File: config.mk
export PLATFORM = sky130hd
export DESIGN_NAME = fifo_with_argmax_argmin_mean_top
export DESIGN_NICKNAME = d
export VERILOG_FILES = /design/src/hdl/fwamm_pkg.sv /design/src/hdl/fifo_with_argmax_argmin_mean_top.sv
export SDC_FILE = /design/constraint.sdc
export NUM_CORES = 2
export LEC_CHECK = 0
export BUFFER_PORTS_ARGS = -buffer_cell sky130_fd_sc_hd__buf_4
export CAP_MARGIN = 20
export CORE_AREA = 2 2 269 377
export DETAILED_ROUTE_END_ITERATION = 12
export DIE_AREA = 0 0 271 379
export PLACE_DENSITY = 0.67
export SYNTH_ARGS = -nofsm -noshare
export SYNTH_HDL_FRONTEND = slang
export SYNTH_SLANG_ARGS = --single-unit
File: constraint.sdc
create_clock -name clk_i -period 10 [get_ports clk_i]
set_input_delay 0 -clock clk_i [delete_from_list [all_inputs] [get_ports clk_i]]
set_output_delay 0 -clock clk_i [all_outputs]
set_load 0.005 [all_outputs]
File: src/hdl/fwamm_pkg.sv
// shared types and constants for the record queue with largest, smallest and mean queries
package fwamm_pkg;

  localparam int unsigned CMD_W    = 3;
  localparam int unsigned ID_W     = 16;
  localparam int unsigned AMOUNT_W = 32;
  localparam int unsigned STATUS_W = 2;
  localparam int unsigned REC_W    = ID_W + AMOUNT_W;
  localparam int unsigned IN_W     = ((CMD_W + ID_W + AMOUNT_W + 7) / 8) * 8;

  localparam logic [CMD_W-1:0] CMD_PUSH = 3'd0;
  localparam logic [CMD_W-1:0] CMD_POP  = 3'd1;
  localparam logic [CMD_W-1:0] CMD_MAX  = 3'd2;
  localparam logic [CMD_W-1:0] CMD_MIN  = 3'd3;
  localparam logic [CMD_W-1:0] CMD_MEAN = 3'd4;

  localparam logic [STATUS_W-1:0] STATUS_OK    = 2'd0;
  localparam logic [STATUS_W-1:0] STATUS_EMPTY = 2'd1;
  localparam logic [STATUS_W-1:0] STATUS_FULL  = 2'd2;

  typedef enum logic [2:0] {
    ST_IDLE,
    ST_EXEC,
    ST_POP_WAIT,
    ST_SCAN,
    ST_DIV,
    ST_DONE
  } state_e;

endpackage

File: src/hdl/fifo_with_argmax_argmin_mean_top.sv
// record queue with oldest-first pop, largest/smallest amount search and mean amount
// a request passes through EXEC and DONE; with a non-empty queue, pop adds POP_WAIT,
// largest/smallest add SCAN, a one-entry-per-cycle scan over the single-port record
// memory, and mean adds DIV, the one-bit-per-cycle divider
// one request is worked on at a time; the next is taken once its result is registered
// reset empties the queue at once; the record memory is not cleared
module fifo_with_argmax_argmin_mean_top #(
  parameter int unsigned DEPTH = 16
) (
  input  logic clk_i,
  input  logic rst_ni,
  input  logic s_axis_tvalid,
  output logic s_axis_tready,
  // cmd[2:0], item_id[18:3], amount[50:19], zero fill
  input  logic [fwamm_pkg::IN_W-1:0] s_axis_tdata,
  output logic m_axis_tvalid,
  input  logic m_axis_tready,
  // status[1:0], result_id[17:2], result_value[49:18], fill_count from bit 50, zero fill
  output logic [((50 + $clog2(DEPTH + 1) + 7) / 8) * 8 - 1:0] m_axis_tdata
);

  localparam int unsigned PTR_W   = (DEPTH > 1) ? $clog2(DEPTH) : 1;
  localparam int unsigned CNT_W   = $clog2(DEPTH + 1);
  localparam int unsigned SUM_W   = fwamm_pkg::AMOUNT_W + PTR_W;
  localparam int unsigned DCNT_W  = $clog2(SUM_W);
  localparam int unsigned OUT_BITS = fwamm_pkg::STATUS_W + fwamm_pkg::ID_W
                                   + fwamm_pkg::AMOUNT_W + CNT_W;
  localparam int unsigned OUT_W   = ((OUT_BITS + 7) / 8) * 8;

  localparam logic [PTR_W-1:0] LAST_SLOT = PTR_W'(DEPTH - 1);
  localparam logic [CNT_W-1:0] FULL_CNT  = CNT_W'(DEPTH);

  fwamm_pkg::state_e state_q, state_d;

  logic [PTR_W-1:0] head_q, head_d, tail_q, tail_d, rd_ptr_q, rd_ptr_d;
  logic [CNT_W-1:0] held_q, held_d, scan_cnt_q, scan_cnt_d;
  logic [SUM_W-1:0] sum_q, sum_d, dq_q, dq_d;
  logic [CNT_W-1:0] rem_q, rem_d;
  logic [DCNT_W-1:0] div_cnt_q, div_cnt_d;

  logic [fwamm_pkg::CMD_W-1:0]    cmd_q, cmd_d;
  logic [fwamm_pkg::ID_W-1:0]     id_q, id_d;
  logic [fwamm_pkg::AMOUNT_W-1:0] amt_q, amt_d;

  logic [fwamm_pkg::STATUS_W-1:0] res_status_q, res_status_d;
  logic [fwamm_pkg::ID_W-1:0]     res_id_q, res_id_d;
  logic [fwamm_pkg::AMOUNT_W-1:0] res_val_q, res_val_d;

  logic                           m_valid_q, m_valid_d;
  logic [fwamm_pkg::STATUS_W-1:0] o_status_q, o_status_d;
  logic [fwamm_pkg::ID_W-1:0]     o_id_q, o_id_d;
  logic [fwamm_pkg::AMOUNT_W-1:0] o_val_q, o_val_d;
  logic [CNT_W-1:0]               o_fill_q, o_fill_d;

  logic [fwamm_pkg::REC_W-1:0] mem_q [DEPTH];
  logic [fwamm_pkg::REC_W-1:0] rd_data_q;
  logic                        rd_en, wr_en;
  logic [PTR_W-1:0]            rd_addr;

  logic                           s_fire, out_free, better;
  logic [fwamm_pkg::ID_W-1:0]     rd_id;
  logic [fwamm_pkg::AMOUNT_W-1:0] rd_amt;
  logic [CNT_W:0]                 trial;
  logic [CNT_W:0]                 trial_diff;
  logic                           qbit;

  function automatic logic [PTR_W-1:0] next_slot(input logic [PTR_W-1:0] p);
    next_slot = (p == LAST_SLOT) ? '0 : p + PTR_W'(1);
  endfunction

  assign s_axis_tready = (state_q == fwamm_pkg::ST_IDLE);
  assign s_fire        = s_axis_tvalid && s_axis_tready;
  assign out_free      = !m_valid_q || m_axis_tready;

  assign rd_id  = rd_data_q[fwamm_pkg::ID_W-1:0];
  assign rd_amt = rd_data_q[fwamm_pkg::REC_W-1:fwamm_pkg::ID_W];
  assign better = (cmd_q == fwamm_pkg::CMD_MAX) ? (rd_amt > res_val_q) : (rd_amt < res_val_q);

  assign trial      = {rem_q, dq_q[SUM_W-1]};
  assign trial_diff = trial - {1'b0, held_q};
  assign qbit       = (trial >= {1'b0, held_q});

  // next state
  always_comb begin
    state_d = state_q;
    case (state_q)
      fwamm_pkg::ST_IDLE: begin
        if (s_fire) state_d = fwamm_pkg::ST_EXEC;
      end
      fwamm_pkg::ST_EXEC: begin
        state_d = fwamm_pkg::ST_DONE;
        if (held_q != '0) begin
          case (cmd_q)
            fwamm_pkg::CMD_POP:  state_d = fwamm_pkg::ST_POP_WAIT;
            fwamm_pkg::CMD_MAX,
            fwamm_pkg::CMD_MIN:  state_d = fwamm_pkg::ST_SCAN;
            fwamm_pkg::CMD_MEAN: state_d = fwamm_pkg::ST_DIV;
            default:             state_d = fwamm_pkg::ST_DONE;
          endcase
        end
      end
      fwamm_pkg::ST_POP_WAIT: state_d = fwamm_pkg::ST_DONE;
      fwamm_pkg::ST_SCAN: begin
        if (scan_cnt_q == held_q - CNT_W'(1)) state_d = fwamm_pkg::ST_DONE;
      end
      fwamm_pkg::ST_DIV: begin
        if (div_cnt_q == '0) state_d = fwamm_pkg::ST_DONE;
      end
      fwamm_pkg::ST_DONE: begin
        if (out_free) state_d = fwamm_pkg::ST_IDLE;
      end
      default: state_d = fwamm_pkg::ST_IDLE;
    endcase
  end

  // datapath and memory control
  always_comb begin
    head_d       = head_q;
    tail_d       = tail_q;
    held_d       = held_q;
    sum_d        = sum_q;
    rd_ptr_d     = rd_ptr_q;
    scan_cnt_d   = scan_cnt_q;
    dq_d         = dq_q;
    rem_d        = rem_q;
    div_cnt_d    = div_cnt_q;
    cmd_d        = cmd_q;
    id_d         = id_q;
    amt_d        = amt_q;
    res_status_d = res_status_q;
    res_id_d     = res_id_q;
    res_val_d    = res_val_q;
    m_valid_d    = m_valid_q && !m_axis_tready;
    o_status_d   = o_status_q;
    o_id_d       = o_id_q;
    o_val_d      = o_val_q;
    o_fill_d     = o_fill_q;
    rd_en        = 1'b0;
    rd_addr      = head_q;
    wr_en        = 1'b0;

    case (state_q)
      fwamm_pkg::ST_IDLE: begin
        if (s_fire) begin
          cmd_d = s_axis_tdata[2:0];
          id_d  = s_axis_tdata[18:3];
          amt_d = s_axis_tdata[50:19];
        end
      end
      fwamm_pkg::ST_EXEC: begin
        res_status_d = fwamm_pkg::STATUS_OK;
        res_id_d     = '0;
        res_val_d    = '0;
        if (cmd_q == fwamm_pkg::CMD_PUSH) begin
          if (held_q == FULL_CNT) begin
            res_status_d = fwamm_pkg::STATUS_FULL;
          end else begin
            wr_en  = 1'b1;
            tail_d = next_slot(tail_q);
            held_d = held_q + CNT_W'(1);
            sum_d  = sum_q + SUM_W'(amt_q);
          end
        end else if (cmd_q inside {fwamm_pkg::CMD_POP, fwamm_pkg::CMD_MAX,
                                   fwamm_pkg::CMD_MIN, fwamm_pkg::CMD_MEAN}) begin
          if (held_q == '0) begin
            res_status_d = fwamm_pkg::STATUS_EMPTY;
          end else begin
            rd_en      = 1'b1;
            rd_addr    = head_q;
            rd_ptr_d   = next_slot(head_q);
            scan_cnt_d = '0;
            dq_d       = sum_q;
            rem_d      = '0;
            div_cnt_d  = DCNT_W'(SUM_W - 1);
          end
        end
      end
      fwamm_pkg::ST_POP_WAIT: begin
        res_id_d  = rd_id;
        res_val_d = rd_amt;
        head_d    = next_slot(head_q);
        held_d    = held_q - CNT_W'(1);
        sum_d     = sum_q - SUM_W'(rd_amt);
      end
      fwamm_pkg::ST_SCAN: begin
        rd_en      = 1'b1;
        rd_addr    = rd_ptr_q;
        rd_ptr_d   = next_slot(rd_ptr_q);
        scan_cnt_d = scan_cnt_q + CNT_W'(1);
        if (scan_cnt_q == '0 || better) begin
          res_id_d  = rd_id;
          res_val_d = rd_amt;
        end
      end
      fwamm_pkg::ST_DIV: begin
        rem_d     = qbit ? trial_diff[CNT_W-1:0] : trial[CNT_W-1:0];
        dq_d      = {dq_q[SUM_W-2:0], qbit};
        div_cnt_d = div_cnt_q - DCNT_W'(1);
        if (div_cnt_q == '0) res_val_d = dq_d[fwamm_pkg::AMOUNT_W-1:0];
      end
      fwamm_pkg::ST_DONE: begin
        if (out_free) begin
          m_valid_d  = 1'b1;
          o_status_d = res_status_q;
          o_id_d     = res_id_q;
          o_val_d    = res_val_q;
          o_fill_d   = held_q;
        end
      end
      default: begin
      end
    endcase
  end

  always_ff @(posedge clk_i or negedge rst_ni) begin
    if (!rst_ni) begin
      state_q   <= fwamm_pkg::ST_IDLE;
      head_q    <= '0;
      tail_q    <= '0;
      held_q    <= '0;
      sum_q     <= '0;
      m_valid_q <= 1'b0;
    end else begin
      state_q   <= state_d;
      head_q    <= head_d;
      tail_q    <= tail_d;
      held_q    <= held_d;
      sum_q     <= sum_d;
      m_valid_q <= m_valid_d;
    end
  end

  always_ff @(posedge clk_i) begin
    rd_ptr_q     <= rd_ptr_d;
    scan_cnt_q   <= scan_cnt_d;
    dq_q         <= dq_d;
    rem_q        <= rem_d;
    div_cnt_q    <= div_cnt_d;
    cmd_q        <= cmd_d;
    id_q         <= id_d;
    amt_q        <= amt_d;
    res_status_q <= res_status_d;
    res_id_q     <= res_id_d;
    res_val_q    <= res_val_d;
    o_status_q   <= o_status_d;
    o_id_q       <= o_id_d;
    o_val_q      <= o_val_d;
    o_fill_q     <= o_fill_d;
  end

  // record memory, one write or one read per cycle
  always_ff @(posedge clk_i) begin
    if (wr_en) mem_q[tail_q] <= {amt_q, id_q};
    if (rd_en) rd_data_q <= mem_q[rd_addr];
  end

  assign m_axis_tvalid = m_valid_q;
  assign m_axis_tdata  = OUT_W'({o_fill_q, o_val_q, o_id_q, o_status_q});

  a_held_range: assert property (@(posedge clk_i) disable iff (!rst_ni)
    held_q <= FULL_CNT)
    else $error("held count beyond depth");

  a_ptr_match: assert property (@(posedge clk_i) disable iff (!rst_ni)
    (held_q == '0 || held_q == FULL_CNT) |-> (head_q == tail_q))
    else $error("pointers disagree with held count");

  a_sum_empty: assert property (@(posedge clk_i) disable iff (!rst_ni)
    (held_q == '0) |-> (sum_q == '0))
    else $error("running sum not zero on empty queue");

  a_scan_bound: assert property (@(posedge clk_i) disable iff (!rst_ni)
    (state_q == fwamm_pkg::ST_SCAN) |-> (scan_cnt_q < held_q))
    else $error("scan ran past stored records");

  a_err_zero: assert property (@(posedge clk_i) disable iff (!rst_ni)
    (m_valid_q && o_status_q != fwamm_pkg::STATUS_OK) |-> (o_id_q == '0 && o_val_q == '0))
    else $error("error result carries data");

endmodule

## Word-level counts from Yosys, hierarchy flattened

Memory sizes are Yosys's and may differ from the RTL's. A register that Yosys moved wholly into a read port is not among the register bits.
Cells that the tools add are included.

| word-level totals | value |
|---|---|
| register bits | 265 |
| bits in writable memories | 768 |
| output and inout port bits | 58 |
| logic and storage cells | 144 |
| memories kept | 1 |

| operators by class | value |
|---|---|
| add/subtract/negate cells | 10 |
| magnitude comparators | 3 |
| eq/ne operators | 24 |
| mux-type cells | 56 |
| bitwise logic cells | 1 |
| reduce and logical (&&, ||, !) cells | 28 |

Memories:

| name | words | width | read ports | clocked after memory_dff | wr ports | line | text |
|---|---|---|---|---|---|---|---|
| mem_q | 16 | 48 | 1 | 1 | 1 | fifo_with_argmax_argmin_mean_top.sv:55 | `logic [fwamm_pkg::REC_W-1:0] mem_q [DEPTH];` |

Operator list:

| kind | number |
|---|---|
| $mux W36 | 5 |
| $pmux W36 S2 | 2 |
| $pmux W32 S4 | 1 |
| $mux W32 | 2 |
| $pmux W16 S3 | 1 |
| $add A36 B32 Y36 | 1 |
| $sub A36 B32 Y36 | 1 |
| $gt A32 B32 Y1 | 1 |
| $lt A32 B32 Y1 | 1 |
| $mux W5 | 6 |
| $pmux W5 S2 | 3 |
| $mux W4 | 7 |
| $mux W6 | 3 |
| $ne A2 B2 Y1 const B | 9 |
| $pmux W3 S6 | 1 |
| $mux W16 | 1 |
| $mux W3 | 5 |
| $mux W1 | 13 |
| $add A4 B1 Y4 const B | 3 |
| $eq A3 B2 Y1 const B | 4 |
| $eq A4 B4 Y1 const B | 3 |
| $pmux W6 S2 | 1 |
| $reduce_and A4 Y1 | 3 |
| $add A5 B1 Y5 const B | 2 |
| 27 further kinds | 43 |

## Depth between registers and ports, before layout

| logic depth | value |
|---|---|
| depth after elaboration | 6 |
| mapped depth | 22 |
| mapped depth without buffers | 21 |

## Worst setup path before layout

Ideal clock, no wire load.

| timing path | value |
|---|---|
| path type | register to register |
| start point | reg state_q[2] |
| end point | mem mem_q[0][0] in the netlist's numbering, enable pin |
| arrival time | 5942 ps |
| slack | 3483 ps |
| stages on the path, launching flop included | 5 |
| path buffers | 1 |
| cell sequence | dfrtp_1 -> clkbuf_1 -> nor3b_1 -> nand3_1 -> nor4_1 |

| between the ends | value |
|---|---|
| word-level cells in the longest chain between the ends | 4 |

Ends and longest elaborated chain:

| what | line | text |
|---|---|---|
| start, declared | fifo_with_argmax_argmin_mean_top.sv:33 | `fwamm_pkg::state_e state_q, state_d;` |
| start signal, assigned | fifo_with_argmax_argmin_mean_top.sv:217 | `state_q <= fwamm_pkg::ST_IDLE;` |
| start signal, assigned | fifo_with_argmax_argmin_mean_top.sv:224 | `state_q <= state_d;` |
| $eq A3 B1 Y1 | fifo_with_argmax_argmin_mean_top.sv:142 | `case (state_q)` |
| $mux W1 | fifo_with_argmax_argmin_mean_top.sv:142 |  |
| $mux W1 | fifo_with_argmax_argmin_mean_top.sv:253 | `if (wr_en) mem_q[tail_q] <= {amt_q, id_q};` |
| $mux W1 (implied by the code) | fifo_with_argmax_argmin_mean_top.sv:253 |  |
| end, declared | fifo_with_argmax_argmin_mean_top.sv:55 |  |

Every way passes these cells.

## Worst setup path in the final report

| timing path | value |
|---|---|
| start point | reg amt_q[5] in the netlist's numbering |
| end point | reg sum_q[33] |

| between the ends | value |
|---|---|
| word-level cells in the longest chain between the ends | 4 |

Ends and longest elaborated chain:

| what | line | text |
|---|---|---|
| start, declared | fifo_with_argmax_argmin_mean_top.sv:43 | `logic [fwamm_pkg::AMOUNT_W-1:0] amt_q, amt_d;` |
| start signal, assigned | fifo_with_argmax_argmin_mean_top.sv:241 | `amt_q <= amt_d;` |
| $add A36 B32 Y36 | fifo_with_argmax_argmin_mean_top.sv:161 | `sum_d = sum_q + SUM_W'(amt_q);` |
| $mux W36 | fifo_with_argmax_argmin_mean_top.sv:155 | `if (held_q == FULL_CNT) begin` |
| $mux W36 | fifo_with_argmax_argmin_mean_top.sv:154 | `if (cmd_q == fwamm_pkg::CMD_PUSH) begin` |
| $pmux W36 S2 | fifo_with_argmax_argmin_mean_top.sv:142 |  |
| end signal, assigned | fifo_with_argmax_argmin_mean_top.sv:228 | `sum_q <= sum_d;` |
| end, declared | fifo_with_argmax_argmin_mean_top.sv:37 | `logic [SUM_W-1:0] sum_q, sum_d, dq_q, dq_d;` |

Every way passes these cells. The select of a mux whose other input is x is not followed.
A chain may end at the register's enable or synchronous reset.

==> flow_summary.yaml <==
status:
  outcome: "complete, no violations"
place:
  port_buffers: 111
  place_congestion: 0.828
  detailed_place.area_sq_mm: 0.0469
  detailed_place_hpwl_mm: 53.6
detailed_routing:
  route.detailed.wl_per_inst_microns: 23.4
  route.antenna.remaining_nets: 0
  firstDrtPassIters: 7
  vias_per_cell: 5.61
  drt_first_iter_violations: 2136
  num_vias: 23700
  post-route-drc-count: 0
  routed_wire_length_mm: 99.0
critical_path:
  critPathKind: "flop to flop"
  critical_path.slowest_cell: "sky130_fd_sc_hd__edfxtp_1"
  cp-start-kind: "flop"
  path_cells: "or3_4, or3_4, or3_1, nor2_1, xor2_1, nand2_1, o21ai_0, ha_1, a21oi_1, and3_1, nor4bb_1, o21ai_0, a32oi_1, o31ai_1, a2111oi_0, a211oi_1"
  timing.critical_path.to_type: "flop"
  crit_path_max_fanout: 20
  cp.arrival_ns: 6.40
  stage_delay_of_the_slowest_cell_on_the_critical_path_ns: 0.69
  worstPathRequired_ns: 10.57
layout:
  final_net_count: 2971
  final_core_density_pct: 51.6
  final_area_sq_mm: 0.0512
  seqCellArea_sq_mm: 0.0322
  area_occupied_by_multi_input_gates_sq_mm: 0.0116
  layout.filler_cells: 7839
  syn_to_final_growth_pct: 15.4
  final_layout_size_suffix_gt1_share_pct: 18.5
synthesis:
  synth_flop_cell: "sky130_fd_sc_hd__edfxtp_1"
  ys_seq_elements: 1081
  asyncSetResetFlopFracSynth_pct: 4.90
  xor_xnor_share_of_the_synthesized_area_pct: 1.54
  netlist-cell-type-count: 71
  synth_nets: 2744
  combinational_family_with_the_most_area_after_synthesis: "multiplexers"
  synthSimpleGateAreaFrac_pct: 6.33
  count_of_flip_flops_with_a_built_in_enable_after_synthesis: 1028
  synth_area_per_cell_sq_um: 17.1
  netlist_instances: 2597
  netlist_area_sq_mm: 0.0443
  proportion_of_synthesized_area_in_mux_cells_pct: 10.1
  synth_compound_area_share_pct: 5.31
  synthesis.yosys.warnings: 0
  synth_fa_ha_area_share_pct: 2.49
  synth_sequential_area_ratio_pct: 72.6
timing:
  period_share_pct: 58.3
  hold_viol_final: 0
  timing_worst_slew_pin_value_ns: 1.08
  period_minus_slack_ns: 5.83
  finalSetupViolCount: 0
  achievable-frequency_mhz: 172
  finalMaxSlewViolations: 0
  setup_skew_after_layout_ns: 0.0258
  setup_total_negative_slack_ns: 0
  relative_slew_margins_pct: 28.2
  grt_setup_unrepaired: "no"
global_routing:
  pin_count_of_the_biggest_net_entering_global_routing: 142
  grt_usage_pct: 19.4
  grt_first_pass_wirelength_mm: 150
  grt_antenna_before_repair: 2
  grt_pass1_vias: 24900
  grt.overflow.total: 0
clock_network:
  cts.sinks: 1081
  insertion_delay_ns: 0.70
  h-tree-depth: 3
  cts_resized: 0
  tritoncts_clock_tree: "yes"
  clkTransAtPathRegs_ns: 0.06
  postCtsSetupBuffers: 0
  total_clock_buffers_created_by_cts: 100
  number_of_buffers_on_the_longest_clock_path: 3
  cts_hold_buffers: 87
  clockRootBuffer: "sky130_fd_sc_hd__clkbuf_16"
pwr:
  peak_supply_drop_mv: 0.276
  p_leak_nw: 17.7
  ratio_of_total_power_to_cell_area_mw_per_mm2: 285
floorplan:
  die_area_sq_mm: 0.103
  ioPinCount: 118
  fp-row-count: 137
  initial_core_util_pct: 44.7
  die_width_microns: 271
  fp.coreArea_sq_mm: 0.0992
  dieHeight_microns: 379
worst_hold_path:
  hp-class: "input port to flop"
job:
  cap_violations: 0
synth_stat cells (3+ instances only):
cell type                   count  share of area (%)
sky130_fd_sc_hd__or3_4          3              0.076
sky130_fd_sc_hd__nand3_1       18               0.20
sky130_fd_sc_hd__o211ai_1       5              0.085
sky130_fd_sc_hd__nor4_1        11               0.16
sky130_fd_sc_hd__o21ai_0       70               0.79
sky130_fd_sc_hd__o31ai_1        8               0.14
sky130_fd_sc_hd__inv_1         64               0.54
sky130_fd_sc_hd__buf_1          6              0.051
sky130_fd_sc_hd__o21a_1         9               0.15
sky130_fd_sc_hd__nand2b_1      14               0.20
sky130_fd_sc_hd__mux2_2         3              0.076
sky130_fd_sc_hd__mux4_2       192                9.8
sky130_fd_sc_hd__nor2_1        89               0.75
sky130_fd_sc_hd__ha_1          85                2.4
sky130_fd_sc_hd__buf_2         33               0.37
sky130_fd_sc_hd__o21bai_1       9               0.15
sky130_fd_sc_hd__or3_1          7              0.099
sky130_fd_sc_hd__dfrtp_1       53                3.0
sky130_fd_sc_hd__nand4_1        7              0.099
sky130_fd_sc_hd__and4_1         3              0.059
sky130_fd_sc_hd__a2111oi_0      3              0.059
sky130_fd_sc_hd__a21o_1        31               0.52
sky130_fd_sc_hd__nand2_1      310                2.6
sky130_fd_sc_hd__xor2_1        43               0.85
sky130_fd_sc_hd__nand3b_1       7               0.12
sky130_fd_sc_hd__nor2b_1        9               0.13
sky130_fd_sc_hd__mux2i_1       11               0.25
sky130_fd_sc_hd__a31oi_1       56               0.79
sky130_fd_sc_hd__xnor2_1       35               0.69
sky130_fd_sc_hd__a21oi_1       69               0.78
sky130_fd_sc_hd__clkbuf_1      76               0.64
sky130_fd_sc_hd__a22o_1        24               0.47
sky130_fd_sc_hd__and2_0         3              0.042
sky130_fd_sc_hd__nor3_1        27               0.30
sky130_fd_sc_hd__edfxtp_1    1028                 70
sky130_fd_sc_hd__and3_1         9               0.13
sky130_fd_sc_hd__and2_1        72                1.0
sky130_fd_sc_hd__a211oi_1      54               0.91
kinds of logic (layout without fill, tap and decap cells):
kind of cell,count (synthesis),in the layout
simple gates,603,603
fa+ha+maj,87,87
mux,206,206
flops,1081,1081
xor+xnor,78,78
buf+inv,181,491
compound gates,360,360
other cells,1,2
power breakdown:
part	switching (mW)	leakage, nW	total, mW	internal (mW)
Sequential	0.531	9.99	6.46	5.93
Clock	1.66	1.63	3.92	2.25
Combinational	2.35	6.06	4.22	1.87
registers in the layout, summed over array words and instances (netlist names), 16 cells and up:
register   cells
amt_q         32
dq_q          36
id_q          16
rd_data_q     48
res_id_q      16
o_val_q       32
o_id_q        16
res_val_q     32
mem_q        768
sum_q         36
layout make-up:
class                           instances  area share [%]
Sequential cell                      1081            62.9
Multi-Input combinational cell       1335            22.7
Clock buffer                          126            5.12
Timing Repair Buffer                  242            4.12
Tap cell                             1320            3.23
Clock inverter                         59            1.44
Inverter                               64           0.470
Antenna cell                            1         0.00489
path summary, 6_finish.rpt:
path                                       start            end  slack [ns]  cells after the start
worst max-delay path                    amt_q[5]      sum_q[33]        4.17                     16
worst min-delay path            s_axis_tdata[10]        id_q[7]        0.05                      2
worst max register to register          amt_q[5]      sum_q[33]        4.17                     16
worst min register to register   res_status_q[1]  o_status_q[1]        0.42                      0
max in group asynchronous                 rst_ni       sum_q[7]        9.30                      4
min in group asynchronous                 rst_ni      sum_q[32]        0.37                      4
stage by stage:
stage / hold slack (ns) / power (mW) / cells / worst slack, ns
5_1_grt: 0.0330 / 15.4 / 4227 / 3.80
2_1_floorplan: -0.296 / 9.47 / 2597 / 3.48
6_report: 0.0470 / 14.6 / 4228 / 4.17
4_1_cts: 0.00226 / 14.7 / 4226 / 4.26
3_3_place_gp: 0.129 / 10.6 / 3954 / 4.34
3_5_place_dp: 0.134 / 10.8 / 3954 / 4.29
metal layers:
metal	vias up	track usage, %	part of all wire, %
met4	2	7.17	2.8
met1	12200	24.2	40
met3	169	2.78	5.7
met5	-	0	0.013
met2	741	34.4	52
li1	10600	-	-
cells in the final DEF (no fill, tap or decap), drive strengths merged, types with 8 or more instances in the layout:
master       instances
edfxtp            1028
a211oi              54
nand2b              14
a21o                32
nor4                12
and2                75
nor3                27
o21bai               9
ha                  85
xor2                43
clkbuf             126
bufinv              15
nand3               18
a31oi               56
mux4               192
dfrtp               53
and3                10
o21ai               70
nor2                89
xnor2               35
clkinv              37
a22o                24
o31ai                8
dlygate4sd3         86
inv                 69
nor2b                9
o21a                 9
a21oi               69
nand2              311
mux2i               11
or3                 11
buf                156
worst max-delay path: cells and delay by family, from the launching register on:
family / cells / cell delay [ns]
AO/OA/AOI/OAI: 7 / 2.16
adder cells (fa/ha/maj): 1 / 0.31
flip-flops: 1 / 0.69
AND/OR/NAND/NOR: 7 / 2.36
XOR/XNOR: 1 / 0.17
(Power assumes the default switching activity.)
